===== config.mk =====
export PLATFORM = sky130hd
export DESIGN_NAME = cthn_front
export DESIGN_NICKNAME = d
export VERILOG_FILES = /design/src/rtl/cthn_pkg.sv /design/src/rtl/cthn_front.sv
export SDC_FILE = /design/constraint.sdc
export NUM_CORES = 1
export LEC_CHECK = 0
export BUFFER_PORTS_ARGS = -buffer_cell sky130_fd_sc_hd__buf_2
export CELL_PAD_IN_SITES_DETAIL_PLACEMENT = 1
export CELL_PAD_IN_SITES_GLOBAL_PLACEMENT = 1
export CORE_MARGIN = 3
export CORE_UTILIZATION = 15
export DETAILED_ROUTE_END_ITERATION = 8
export PLACE_DENSITY_LB_ADDON = 0.1
export REMOVE_ABC_BUFFERS = 1
export SYNTH_ARGS = -nofsm -noshare
export SYNTH_HDL_FRONTEND = slang
export SYNTH_SLANG_ARGS = --single-unit

===== constraint.sdc =====
create_clock -name vclk -period 1
set_input_delay 0.15 -clock vclk [all_inputs]
set_output_delay 0.15 -clock vclk [all_outputs]
set_load 0.05 [all_outputs]

===== src/rtl/cthn_pkg.sv =====
// Shared types and constants for the two-hop neighborhood block.
// Used by the front classifier, the command queue, the back engine and the top level.
package cthn_pkg;

   localparam int MAX_POINTS  = 256;
   localparam int MAX_ENTRIES = 2048;
   localparam int MAX_FOUND   = 64;

   localparam int PT_W    = $clog2(MAX_POINTS);
   localparam int RS_AW   = $clog2(MAX_POINTS + 1);
   localparam int NT_AW   = $clog2(MAX_ENTRIES);
   localparam int FD_AW   = $clog2(MAX_FOUND);
   localparam int CNT_W   = $clog2(MAX_FOUND + 1);
   localparam int OFF_W   = 12;
   localparam int NP_W    = 9;

   localparam logic [1:0] CMD_ROW   = 2'd0;
   localparam logic [1:0] CMD_ENT   = 2'd1;
   localparam logic [1:0] CMD_QUERY = 2'd2;

   localparam logic [1:0] STS_OK    = 2'd0;
   localparam logic [1:0] STS_EMPTY = 2'd1;
   localparam logic [1:0] STS_BAD   = 2'd2;
   localparam logic [1:0] STS_TRUNC = 2'd3;

   typedef struct packed {
      logic [1:0]  command;
      logic [10:0] address;
      logic [11:0] value;
   } req_type;

   typedef struct packed {
      logic [7:0] neighbour;
      logic       last;
      logic [1:0] status;
   } rsp_type;

   typedef enum logic [1:0] {
      OP_ROW,
      OP_ENT,
      OP_QUERY
   } op_type;

   typedef struct packed {
      op_type      op;
      logic [10:0] address;
      logic [11:0] value;
   } cmd_type;

endpackage


===== src/rtl/cthn_front.sv =====
// Front classifier: decodes request transfers into queue commands.
// Depends on cthn_pkg; drops unused commands and out-of-range row writes.
module cthn_front import cthn_pkg::*; (
   input  req_type req_data,
   input  logic    req_valid,
   output logic    req_ready,
   input  logic    q_full,
   output logic    q_push,
   output cmd_type q_cmd
);

   logic keep;

   always_comb begin
      keep = 1'b0;
      q_cmd.op = OP_QUERY;
      q_cmd.address = req_data.address;
      q_cmd.value = req_data.value;
      unique case (req_data.command)
         CMD_ROW: begin
            q_cmd.op = OP_ROW;
            keep = ({21'd0, req_data.address} <= 32'(MAX_POINTS));
         end
         CMD_ENT: begin
            q_cmd.op = OP_ENT;
            keep = ({21'd0, req_data.address} < 32'(MAX_ENTRIES));
         end
         CMD_QUERY: begin
            q_cmd.op = OP_QUERY;
            keep = 1'b1;
         end
         default: begin
            keep = 1'b0;
         end
      endcase
   end

   assign req_ready = !q_full;
   assign q_push = req_valid && !q_full && keep;

endmodule


== Word level (Yosys, flattened, before mapping) ==
Index checks and enable logic that the tools add are counted.

* Memories kept: 0
* Bits in latches: 0
* Bits in writable memories: 0
* Output and inout bits: 27
* Bits in read-only memories: 0
* Bits in registers: 0
* Bits of input ports: 27
* Logic and storage cells: 10

* Mux-type cells: 2
* Bitwise operators: 0
* Equality and inequality tests: 2
* Reductions and logical operators: 5
* Multiply operators: 0
* $lt $le $gt $ge: 1
* Div/mod/pow operators: 0
* Shifts and indexed selects: 0
* $add $sub $neg: 0

{| class="wikitable"
|+ Operator list
! kind !! count
|-
| $le A11 B9 Y1 const B || 1
|-
| $pmux W2 S2 || 1
|-
| $eq A2 B1 Y1 const B || 1
|-
| $eq A2 B2 Y1 const B || 1
|-
| $logic_and A1 B1 Y1 || 2
|-
| $logic_not A2 Y1 || 1
|-
| $pmux W1 S2 || 1
|-
| $reduce_or A2 Y1 || 1
|-
| $logic_not A1 Y1 || 1
|}

== Longest topological paths before layout ==
* Depth after elaboration: 4
* Depth in mapped cells: 5
* Depth with buffers taken out: 5

== Worst setup path before layout ==
No wires, ideal clock.

* Kind: input to output
* Start: input req_data[24] (netlist bit)
* End: output q_push
* Data required time: 0.850 ns
* Setup slack: -0.416 ns
* Data arrival time: 1.266 ns
* Buffers on the path: 0
* Cell stages on the path: 5
* Cells stage by stage: inv_1 > ha_1 > nand2b_1 > a21oi_1 > nor3_2

* Cells in the longest elaborated chain, start to end: 4
* Elaborated cells between the ends (all ways): 6
* Classes of those cells: 2 x eq/ne; 1 x mux; 3 x reduce/logical

{| class="wikitable"
|+ Ends and longest elaborated chain
! item !! line !! source
|-
| start, declared || cthn_front.sv:4 || <nowiki>input req_type req_data,</nowiki>
|-
| $eq A2 B2 Y1 or $eq A2 B1 Y1 (tied branches) || cthn_front.sv:19 || <nowiki>unique case (req_data.command)</nowiki>
|-
| $reduce_or A2 Y1 (no line) || - ||
|-
| $pmux W1 S2 (*) || cthn_front.sv:19 ||
|-
| $logic_and A1 B1 Y1 (*) || cthn_front.sv:39 || <nowiki>assign q_push = req_valid && !q_full && keep;</nowiki>
|-
| end, declared || cthn_front.sv:8 || <nowiki>output logic q_push,</nowiki>
|}

Mark *: on every way between the ends. The rest lies on a longest branch, timed or not.

== Worst setup path after layout ==
Ends and elaborated chain as after synthesis.

==> flow_metrics.py <==
metrics = {
    "status": {
        "run_status": "complete, but fails checks",
        "violations": "setup timing",
    },
    "yosys": {
        "avgSynthCellArea_um2": 7.507,
        "syn-cell-area_um2": 300.3,
        "synth_mux_area_share_pct": 0,
        "synth.top_cells.by_area": "buf_4, ha_1, nor4_2, inv_1, nor2_1",
        "ys_types": 9,
        "synth.largest_area_cell": "buf_4",
        "yosysWarningCount": 0,
        "synthAdderAreaFrac_pct": 16.67,
        "synth_xor_area_share_pct": 0,
        "netlist_instances": 40,
        "synth_top_family_by_area": "buffers and inverters",
        "seq_area_frac_synth_pct": 0,
        "synth_compound_area_share_pct": 3.333,
        "yosys.area_share.simple_pct": 18.75,
        "netlist.area_leader.share_pct": 57.50,
    },
    "cells_and_area": {
        "layout_common_cells": "buf_2, buf_6",
        "n_sequential_cell": 0,
        "nets": 82,
        "fillers": 236,
        "seqCellArea_um2": 0,
        "multiInputGateArea_um2": 172.7,
        "clkbuf_count": 0,
        "final_common_cell": "buf_2",
        "diodes": 0,
        "syn2layout_area_growth_pct": 45.42,
        "drive_above_1_share_pct": 85.71,
    },
    "cts": {
        "post_cts_buffers": 0,
        "ctsHoldBuffers": 0,
    },
    "timing": {
        "min_period_ps": 1155,
        "timing.fmax_mhz": 865.5,
        "setup_violations": 1,
        "fin_crit_sh_pct": 115.5,
        "rsz0062_at_grt": "true",
        "drv_slew": 0,
        "hold_viol": 0,
        "worstMarginPinSlew_ps": 254.1,
        "layout_setup_ws_ps": -155.4,
        "slew-limit-headroom_pct": 82.93,
        "hold_ws_ps": 300.4,
    },
    "detailed_routing": {
        "routedWlPerCell_um": 11.73,
        "finalWirelength_um": 868,
        "ant_nets": 0,
        "vias_per_cell": 3.878,
        "vias": 287,
        "drc": 0,
        "first_pass_iters": 3,
        "drtIter0Drc": 1,
    },
    "floorplan": {
        "die_h_um": 50.74,
        "fp.dieW_um": 50.74,
        "core_area_mm2": 0.001802,
        "rows": 15,
        "die_area_mm2": 0.002575,
        "initial_core_util_pct": 16.67,
        "io_pins": 54,
    },
    "critical_path": {
        "path_max_fanout": 2,
        "setup.worst_path.end_class": "output pin",
        "cp_data_required_time_ps": 850,
        "cp.arrival_ps": 1010,
        "start_kind": "input port",
        "critPathKind": "input port to output pin",
    },
    "flow_run": {
        "maxCapViolCount": 0,
    },
    "hold_path": {
        "min_path_type": "input port to output pin",
        "hold_depth": 0,
    },
    "placement": {
        "port_buffers": 30,
        "place.gp.congestion": 0.5479,
        "dp_hpwl_um": 761.9,
        "dp_slack_ps": -301.5,
    },
    "grt": {
        "busiest_layer": "met2",
        "grt_overflow": 0,
        "use_met1_pct": 6.140,
        "grt_use_total_pct": 5.882,
        "grt_use_met2_pct": 8.478,
        "antenna_found_initial": 0,
        "grt_pass1_wl_mm": 1.179,
        "use_met3_pct": 6.528,
        "grt_max_degree": 4,
        "grt_pass1_vias": 242,
    },
    "pwr": {
        "p_leak_nw": 0.2173,
        "ir_drop_v": 0.0001411,
        "p_per_area_mw_per_mm2": 630.9,
    },
}
-- stage by stage --
step / instances / power (W) / cell area (um2) / TNS, ps / util [%]
2_1_floorplan: 17 / 0.00006037 / 127.6 / -595.4 / -
3_3_place_gp: 74 / 0.0002276 / 324.1 / -430.2 / 17.99
3_5_place_dp: 74 / 0.0002264 / 324.1 / -412.8 / 17.99
4_1_cts: 74 / 0.0002674 / 405.4 / -186.6 / 22.50
5_1_grt: 74 / 0.0002906 / 436.7 / -194.4 / 24.24
6_report: 74 / 0.0002755 / 436.7 / -155.4 / 24.24
-- area by class of cell --
| type | count | area share (%) |
|---|---|---|
| Multi-Input combinational cell | 14 | 39.54 |
| Timing Repair Buffer | 32 | 49.57 |
| Inverter | 3 | 3.725 |
| Tap cell | 25 | 7.163 |
-- Yosys cell counts --
cell type,instances
buf_4,23
ha_1,4
inv_1,3
nor2_1,3
a21oi_1,2
nor4_2,2
nand2_1,1
nand2b_1,1
nor3_2,1
-- metal layers --
metal | vias up | wire [um]
li1 | 120 | -
met1 | 125 | 316
met2 | 42 | 328
met3 | 0 | 223
met4 | 0 | 0
met5 | - | 0
-- final timing paths --
path                    startpoint       end  slack [ps]
worst max-delay path  req_data[24]    q_push        -160
worst min-delay path   req_data[0]  q_cmd[0]         300
-- worst max-delay path: stages --
cell	delay [ps]
buf_8	80
inv_4	30
ha_4	250
nand2b_4	110
a21oi_2	30
nor3_2	170
buf_6	180
-- cells by family (layout without fill, tap and decap cells) --
| kind of cell | after synthesis | in the layout |
|---|---|---|
| buffers and inverters | 26 | 35 |
| and+or+nand+nor | 8 | 8 |
| adders and majority gates | 4 | 4 |
| AOI/OAI and AO/OA | 2 | 2 |
-- repair_timing --
action,4_1_cts,5_1_grt
setup endpoints to repair,2,2
gates resized for setup,19,6
pin swaps,5,6
-- where the power goes --
part,switching (W),total [W],internal [W]
Sequential,0,0,0
Clock,0,0,0
Combinational,0.000179,0.000275,0.0000961
Total,0.000179,0.000275,0.0000961
(Power assumes the default switching activity.)
