## config.mk

```make
export PLATFORM = sky130hd
export DESIGN_NAME = cthn_queue
export DESIGN_NICKNAME = d
export VERILOG_FILES = /design/src/rtl/cthn_pkg.sv /design/src/rtl/cthn_queue.sv
export SDC_FILE = /design/constraint.sdc
export NUM_CORES = 1
export LEC_CHECK = 0
export BUFFER_PORTS_ARGS = -buffer_cell sky130_fd_sc_hd__buf_2
export CAP_MARGIN = 20
export CORE_MARGIN = 4
export CORE_UTILIZATION = 30
export CTS_CLUSTER_SIZE = 28
export DETAILED_ROUTE_END_ITERATION = 10
export PLACE_DENSITY = 0.61
export SLEW_MARGIN = 20
export SYNTH_ARGS = -nofsm -noshare
export SYNTH_HDL_FRONTEND = slang
export SYNTH_SLANG_ARGS = --single-unit
```

## constraint.sdc

```tcl
create_clock -name clock -period 5.15 [get_ports clock]
set_input_delay 0.515 -clock clock [delete_from_list [all_inputs] [get_ports clock]]
set_output_delay 0.515 -clock clock [all_outputs]
set_load 0.01 [all_outputs]
```

## src/rtl/cthn_pkg.sv

```systemverilog
// Shared types and constants for the two-hop neighborhood block.
// Used by the front classifier, the command queue, the back engine and the top level.
package cthn_pkg;

   localparam int MAX_POINTS  = 256;
   localparam int MAX_ENTRIES = 2048;
   localparam int MAX_FOUND   = 64;

   localparam int PT_W    = $clog2(MAX_POINTS);
   localparam int RS_AW   = $clog2(MAX_POINTS + 1);
   localparam int NT_AW   = $clog2(MAX_ENTRIES);
   localparam int FD_AW   = $clog2(MAX_FOUND);
   localparam int CNT_W   = $clog2(MAX_FOUND + 1);
   localparam int OFF_W   = 12;
   localparam int NP_W    = 9;

   localparam logic [1:0] CMD_ROW   = 2'd0;
   localparam logic [1:0] CMD_ENT   = 2'd1;
   localparam logic [1:0] CMD_QUERY = 2'd2;

   localparam logic [1:0] STS_OK    = 2'd0;
   localparam logic [1:0] STS_EMPTY = 2'd1;
   localparam logic [1:0] STS_BAD   = 2'd2;
   localparam logic [1:0] STS_TRUNC = 2'd3;

   typedef struct packed {
      logic [1:0]  command;
      logic [10:0] address;
      logic [11:0] value;
   } req_type;

   typedef struct packed {
      logic [7:0] neighbour;
      logic       last;
      logic [1:0] status;
   } rsp_type;

   typedef enum logic [1:0] {
      OP_ROW,
      OP_ENT,
      OP_QUERY
   } op_type;

   typedef struct packed {
      op_type      op;
      logic [10:0] address;
      logic [11:0] value;
   } cmd_type;

endpackage

```

## src/rtl/cthn_queue.sv

```systemverilog
// Two-entry command queue between the front classifier and the back engine.
// Depends on cthn_pkg for the command type.
module cthn_queue import cthn_pkg::*; (
   input  logic    clock,
   input  logic    reset,
   input  logic    push,
   input  cmd_type push_cmd,
   input  logic    pop,
   output logic    full,
   output logic    not_empty,
   output cmd_type head
);

   cmd_type    slot_ff [2];
   logic       wr_ptr_ff;
   logic       rd_ptr_ff;
   logic [1:0] count_ff;

   always_ff @(posedge clock) begin
      if (push) begin
         slot_ff[wr_ptr_ff] <= push_cmd;
      end
   end

   always_ff @(posedge clock) begin
      if (reset) begin
         wr_ptr_ff <= 1'b0;
         rd_ptr_ff <= 1'b0;
         count_ff <= 2'd0;
      end else begin
         if (push) begin
            wr_ptr_ff <= !wr_ptr_ff;
         end
         if (pop) begin
            rd_ptr_ff <= !rd_ptr_ff;
         end
         count_ff <= count_ff + {1'b0, push} - {1'b0, pop};
      end
   end

   assign full = (count_ff == 2'd2);
   assign not_empty = (count_ff != 2'd0);
   assign head = slot_ff[rd_ptr_ff];

endmodule

```

* Word level (Yosys, flattened, before mapping)
Memory sizes are Yosys's and may differ from the RTL's. A register that Yosys moved wholly into a read port is not among the register bits. Cells that the tools add are included.
Cells by class: eq/ne operators 1, muxes and demuxes 4, add/sub/neg operators 2, reductions and logical operators 3
Operator list (number):
- 1-bit 2-to-1 mux | 4
- 2-bit by 1-bit adder with 2-bit output | 1
- 2-bit equality test (second input constant) | 1
- 1-bit logical NOT | 2
- 2-bit nonzero test | 1
- 2-bit by 1-bit subtractor with 2-bit output | 1
Word-level totals: output and inout bits 27, RAM bits 50, word-level logic and storage cells 14, memories kept 1, register bits 4, input port bits 29
Memory list:
- slot_ff | depth 2, bits a word 25, rd ports 1, clocked after memory_dff 1, write ports 1, line cthn_queue.sv:14 | cmd_type slot_ff [2];

* Longest topological paths before layout
Gate-level depths: netlist of the first run.
depth in word-level cells 3, depth in mapped cells 6, mapped depth without buffers 6

* Worst setup path after synthesis of the first run
No wires, ideal clock.
path kind input port to flip-flop, from in push, to mem slot_ff[0][0] (netlist bit) (enable), library setup time 0.410 ns, setup slack 3.077 ns, data arrival time 1.664 ns, buffers on the path 0, stages on the path 1, data required time 4.740 ns, path through nor2b_1
Between the ends: word-level cells in the longest chain between the ends 2
Ends and longest elaborated chain:
- start, declared | line cthn_queue.sv:6 | input logic push,
- 1-bit 2-to-1 mux | line cthn_queue.sv:20 | if (push) begin
- 1-bit 2-to-1 mux (not written as such) | line cthn_queue.sv:21 | slot_ff[wr_ptr_ff] <= push_cmd;
- end, declared | line cthn_queue.sv:14
No other way between the ends.

==> flow_summary_export.csv, run 1 <==
group,metric,value,unit
clock_network,cts_tree,"yes",
global_routing,grt_usage,8.24,%
clock_network,clock-sinks,55,
pwr,ir_worst_vdd,0.187,mV
pwr,power_frac_seq,57.8,%
synth,synthArstFlopShare,0,%
routing,routed_wl,3460,µm
synth,yosys-top-cells-count,"50 x edfxtp_1, 20 x mux2_4, 5 x dfxtp_1, 5 x mux2_2, 4 x nor2_1",
global_routing,grt_pass1_vias,1074,
pwr,p_int,0.734,mW
die,die_h,92.2,µm
pwr,p_clk_share,28.9,%
place,post_dp_cell_area,0.00249,mm²
clock_network,cts_buffers,5,
sta,slew_headroom,45.2,%
hold_path,min_from,"push_cmd[10]",
routing,wire_per_inst,13.5,µm
clock_network,clk_path_buf_depth,2,
place,hpwl,2380,µm
finish,syn_to_final_growth,22.0,%
routing,routed_via_density,4.00,
sta,finalCritPeriodShare,43.8,%
sta,grt_setup_unrepaired,"no",
setup_path,crit_path_max_incr_delay,0.86,ns
clock_network,cts_setup_buffers,0,
pwr,p_leak,1.02,nW
sta,timing.final.crit_period,2.25,ns
setup_path,cp.arrival,1.74,ns
synth,netlist_area,0.00213,mm²
hold_path,min_delay_path_depth,1,
synth,yosysMostFrequentCell,"edfxtp_1",
setup_path,cpMaxStageDelayCell,"dfxtp_2",
die,start_util,31.2,%
routing,ant_nets,0,
clock_network,htreeDepth,2,
clock_network,root_buffer,"clkbuf_8",
pwr,power_density,359,mW/mm²
sta,max_freq,0.443,GHz
synth,synth-main-ff-cell,"edfxtp_1",
global_routing,antenna_found_initial,0,
clock_network,postCtsHoldBufs,0,
sta,finClkSkew,0.00500,ns
setup_path,path_cells,"mux2_2 -> buf_2",
synth,yosys-top-cells-area,"edfxtp_1 71%, mux2_4 14%, dfxtp_1 4.7%",
synth,syn-num-nets,130,
clock_network,cts.repair.resized,0,
synth,yosysWarnings,0,
place,gp_congestion,0.620,
setup_path,startpoint_type,"register",
setup_path,worstPathRequired,4.64,ns
synth,syn_avg_cell_area,21.5,µm²
setup_path,reg2reg_depth,2,
setup_path,crit_fanout,25,
synth,synthCells,99,
hold_path,holdPathEnd,"slot_ff[1][10]",
synth,yosysTopAreaCell,"edfxtp_1",
pwr,power_switching,0.198,mW
sta,worst_pin_slew,0.822,ns
routing,drc_errors,0,
die,row_count,30,
finish,drive_above_1_share,57.5,%
global_routing,grt.overflow.total,0,
setup_path,rrSetupSlack,3.74,ns
finish,num-fill-cells,664,
finish,final_nets,191,
global_routing,grt_max_degree,26,
routing,drt_pass1_iterations,4,
die,dieArea,0.00851,mm²
sta,setup_viol,0,
die,die_w,92.2,µm
finish,finish.utilization,38.0,%
clock_network,clk_latency,0.29,ns
die,io_pins,56,
setup_path,crit_path_end_kind,"output port",
setup_path,r2r_end,"slot_ff[1][14]",
die,design.core.area,0.00683,mm²
routing,vias,1025,
synth,ys_ff_latch,55,
global_routing,grt_pass1_wl,5270,µm
finish,n_antenna_cell,0,
pwr,p_comb_share,13.3,%
pwr,switching_share,21.3,%
sta,hold_viol,0,
synth,synthDominantCellAreaShare,70.5,%
clock_network,clkTransAtPathRegs,0.09,ns
finish,stdcell_area,0.00260,mm²
synth,ys_seq_area_share,75.2,%
sta,fin_setup_tns,0,ns
sta,slew_viol_final,0,
synth,synth.distinct_cells,14,
setup_path,timing.rr.start,"wr_ptr_ff",
place,io_buffer_count,55,
flow_run,max-cap-violations,0,
hold_path,hp-class,"input pin to register",
routing,drt_iter0_markers,41,
synth,synth_edf_count,50,
status,run_status,"complete, no violations",
setup_path,worst-setup-path-type,"register to output port",
through the flow:
stage / instances / power [mW] / setup WS [ns] / hold slack [ns]
finish: 256 / 0.932 / 2.90 / 0.404
global route: 256 / 0.978 / 2.78 / 0.384
CTS: 256 / 0.947 / 2.84 / 0.394
detailed placement: 249 / 0.678 / 3.17 / 0.501
global placement: 249 / 0.675 / 3.20 / 0.495
floorplan: 99 / 0.632 / 3.08 / 0.480
placed cells by master (no fill, tap or decap), drive strengths merged:
cell type  netlist  final
buf              3     57
edfxtp          50     50
mux2            25     25
clkbuf           0      5
dfxtp            5      5
nor2             4      4
nor2b            3      3
inv              2      2
xnor2            2      2
ha               2      2
or2              1      1
and2             1      1
xnor3            1      1
clkinvlp         0      1
bufinv           0      1
state kept, by name, summed over array words and instances (netlist names), named ones only:
signal,flops
slot_ff,50
count_ff,2
rd_ptr_ff,1
wr_ptr_ff,1
layer usage:
layer  wire length [µm]  GRT usage [%]  share of wire, %
met1               1360           8.43                39
met2               1880           15.3                54
met3                168           2.54               4.9
met4                 53           3.71               1.5
met5                  0              0                 0
kinds of logic (layout without fill, tap and decap cells):
| kind of cell | after synthesis | count (layout) | share of synthesized area, % |
|---|---|---|---|
| flops | 55 | 55 | 75.3 |
| mux | 25 | 25 | 16.8 |
| simple gates | 9 | 9 | 2.18 |
| buf+inv | 5 | 66 | 2.76 |
| xor+xnor | 3 | 3 | 1.88 |
| fa+ha+maj | 2 | 2 | 1.18 |
power by group through the flow:
stage,logic (mW),clock network (mW),registers (mW)
after floorplan,0.0944,0,0.537
after global placement,0.126,0,0.549
after detailed placement,0.127,0,0.551
after CTS,0.128,0.279,0.540
after global routing,0.135,0.299,0.544
final,0.124,0.270,0.539
layout make-up:
class | count | area [µm²] | share of cell area, %
inverters | 2 | 7.51 | 0.289
flip-flops and latches | 55 | 1600 | 61.7
well taps | 96 | 120 | 4.62
repair buffers | 57 | 290 | 11.2
clock buffers | 5 | 68.8 | 2.65
clock inverters | 2 | 37.5 | 1.45
multi-input cells | 39 | 470 | 18.1
critical path: cells and delay by family, from the launching register on:
kind	cells	cell delay [ns]
buffers and inverters	1	0.14
flip-flops	1	0.86
multiplexers	1	0.41
worst max-delay path by stage:
stage,start,to
2_1_floorplan,push,slot_ff[0][0]
3_3_place_gp,register,head[1]
3_5_place_dp,register,head[1]
4_1_cts,register,head[1]
5_1_grt,register,head[1]
6_report,register,head[0]
No activity file was read; power rests on OpenSTA's default activity.
==> inputs of run 2 (changes only) <==
--- a/config.mk
+++ b/config.mk
@@ -11,7 +11,7 @@
 export CORE_UTILIZATION = 30
 export CTS_CLUSTER_SIZE = 28
 export DETAILED_ROUTE_END_ITERATION = 10
-export PLACE_DENSITY = 0.61
+export PLACE_DENSITY = 0.63
 export SLEW_MARGIN = 20
 export SYNTH_ARGS = -nofsm -noshare
 export SYNTH_HDL_FRONTEND = slang
==> constraint.sdc (replaced) <==
create_clock -name clock -period 1.94 [get_ports clock]
set_input_delay 0.194 -clock clock [delete_from_list [all_inputs] [get_ports clock]]
set_output_delay 0.194 -clock clock [all_outputs]
set_load 0.01 [all_outputs]
==> run 2 against run 1 <==
  * Non-clock buffer count rose by 4
  * Critical endpoint is now head[2]
  * Clock-buffer cell count did not move
  * Routed wire length rose by 1.2%
  * Largest power group unchanged
  * Hold slack got worse by 0.33 ns
  * Die area did not move
  * Flip-flop and latch count did not move
  * Worst setup slack got worse by 2.6 ns
  * Core utilization rose by 0.18 points
  * Clock skew fell by 0.0020 ns
  * Combinational power rose to 3.0 times the previous value
  * Sequential share of layout area fell by 0.30 points
  * Sequential power rose to 2.6 times the previous value
==> flow_summary_export.csv, run 2 (synthesis results as in run 1) <==
group,metric,value,unit
status,run_status,"complete, no violations",
finish,final_cell_mix,"55 x buf_2, 50 x edfxtp_1, 20 x mux2_4",
sta,finalCritPeriodShare,84.5,%
place,io_buffer_count,55,
clock_network,postCtsHoldBufs,0,
routing,drc_errors,0,
place,hpwl,2500,µm
die,dieArea,0.00851,mm²
global_routing,grt_pass1_wl,5440,µm
pwr,switching_share,23.4,%
die,die_w,92.2,µm
finish,drive_above_1_share,58.2,%
clock_network,cts_buffers,5,
routing,routed_wl,3500,µm
setup_path,crit_path_end_kind,"output port",
finish,top_regs,"slot_ff: 50 flops, count_ff: 2 flops",
sta,setup_viol,0,
finish,largest_register_ffs,50,
global_routing,grt.overflow.total,0,
die,row_count,30,
global_routing,grt_pass1_vias,1098,
setup_path,crit_fanout,17,
sta,grt_setup_unrepaired,"no",
hold_path,hp-class,"input pin to register",
place,place_worst_setup_slack,0.584,ns
finish,final_nets,195,
global_routing,antenna_found_initial,0,
pwr,ir_worst_vdd,0.380,mV
pwr,power_density,916,mW/mm²
clock_network,cts.repair.resized,0,
sta,hold_viol,0,
routing,routed_via_density,3.98,
sta,timing.final.crit_period,1.64,ns
finish,layout.cells.most_common,"buf_2",
routing,drt_iter0_markers,22,
sta,slew_headroom,81.0,%
setup_path,worstPathRequired,1.75,ns
flow_run,max-cap-violations,0,
pwr,p_comb_share,15.4,%
finish,multi_input_area,470,µm²
sta,worst_pin_slew,0.285,ns
sta,finClkSkew,0.00298,ns
routing,wire_per_inst,13.4,µm
finish,register_area,0.00160,mm²
routing,ant_nets,0,
pwr,p_total,2.39,mW
sta,setup_slack,0.300,ns
clock_network,root_buffer,"clkbuf_8",
die,io_pins,56,
finish,largest-register,"slot_ff",
clock_network,clkTransAtPathRegs,0.10,ns
routing,drt_pass1_iterations,2,
die,die_h,92.2,µm
setup_path,worst-setup-path-type,"register to output port",
place,post_dp_cell_area,0.00252,mm²
place,gp_congestion,0.615,
pwr,power_switching,0.558,mW
clock_network,clk_latency,0.30,ns
setup_path,cp.arrival,1.45,ns
sta,max_freq,0.610,GHz
pwr,p_clk_share,25.9,%
finish,syn_to_final_growth,22.6,%
routing,vias,1038,
pwr,p_leak,1.03,nW
finish,n_antenna_cell,0,
clock_network,cts_setup_buffers,0,
sta,hold_slack,0.0758,ns
pwr,power_frac_seq,58.7,%
die,design.core.area,0.00683,mm²
pwr,p_int,1.83,mW
sta,slew_viol_final,0,
global_routing,grt_usage,8.39,%
finish,num-fill-cells,664,
finish,stdcell_area,0.00261,mm²
die,start_util,31.2,%
clock_network,cts_tree,"yes",
sta,fin_setup_tns,0,ns
clock_network,clk_path_buf_depth,2,
global_routing,grt_max_degree,18,
clock_network,clock-sinks,55,
clock_network,htreeDepth,2,
setup_path,startpoint_type,"register",
[run 2: changes by cell type in the layout (fill, tap and decap cells not counted), sizes merged]
cell / change
bufinv: -1
buf: +4
clkinv: +2
[run 2: final cells by class]
| class | instances | share of cell area, % |
|---|---|---|
| Clock buffer | 5 | 2.64 |
| Tap cell | 96 | 4.60 |
| Multi-Input combinational cell | 39 | 18.0 |
| Clock inverter | 3 | 0.767 |
| Timing Repair Buffer | 61 | 12.3 |
| Sequential cell | 55 | 61.4 |
| Inverter | 2 | 0.288 |
[run 2: power groups by stage]
stage | Clock [mW] | Combinational (mW) | Sequential (mW)
floorplan | 0 | 0.251 | 1.43
global placement | 0 | 0.373 | 1.43
detailed placement | 0 | 0.377 | 1.43
CTS | 0.650 | 0.378 | 1.41
global route | 0.700 | 0.401 | 1.41
finish | 0.618 | 0.368 | 1.40
[run 2: metal layers]
metal  track usage (%)  part of all wire, %  up-vias  wire length, µm
met1              10.3                   45      489             1590
met4              2.97                  1.2        0               42
met5                 0                    0        -                0
met2              13.4                   46       42             1600
met3              3.28                  7.7        5              271
li1                  -                    -      502                -
[run 2: final timing paths]
check	startpoint	endpoint	slack [ns]	cells after the start
setup / recovery	register	head[2]	0.30	3
hold / removal	push_cmd[21]	slot_ff[1][21]	0.08	1
setup reg to reg	count_ff[0]	count_ff[1]	0.57	6
hold reg to reg	rd_ptr_ff	rd_ptr_ff	0.54	2
[run 2: through the flow]
| step | cells | util (%) |
|---|---|---|
| 6_report | 261 | 38.2 |
| 5_1_grt | 261 | 38.2 |
| 4_1_cts | 261 | 38.2 |
| 3_5_place_dp | 253 | 36.9 |
| 3_3_place_gp | 253 | 36.9 |
| 2_1_floorplan | 99 | - |
[run 2: worst max-delay path: stages (launching register included)]
cell and delay [ns]:
dfxtp_2 0.33, buf_4 0.28, mux2_2 0.38, buf_2 0.14
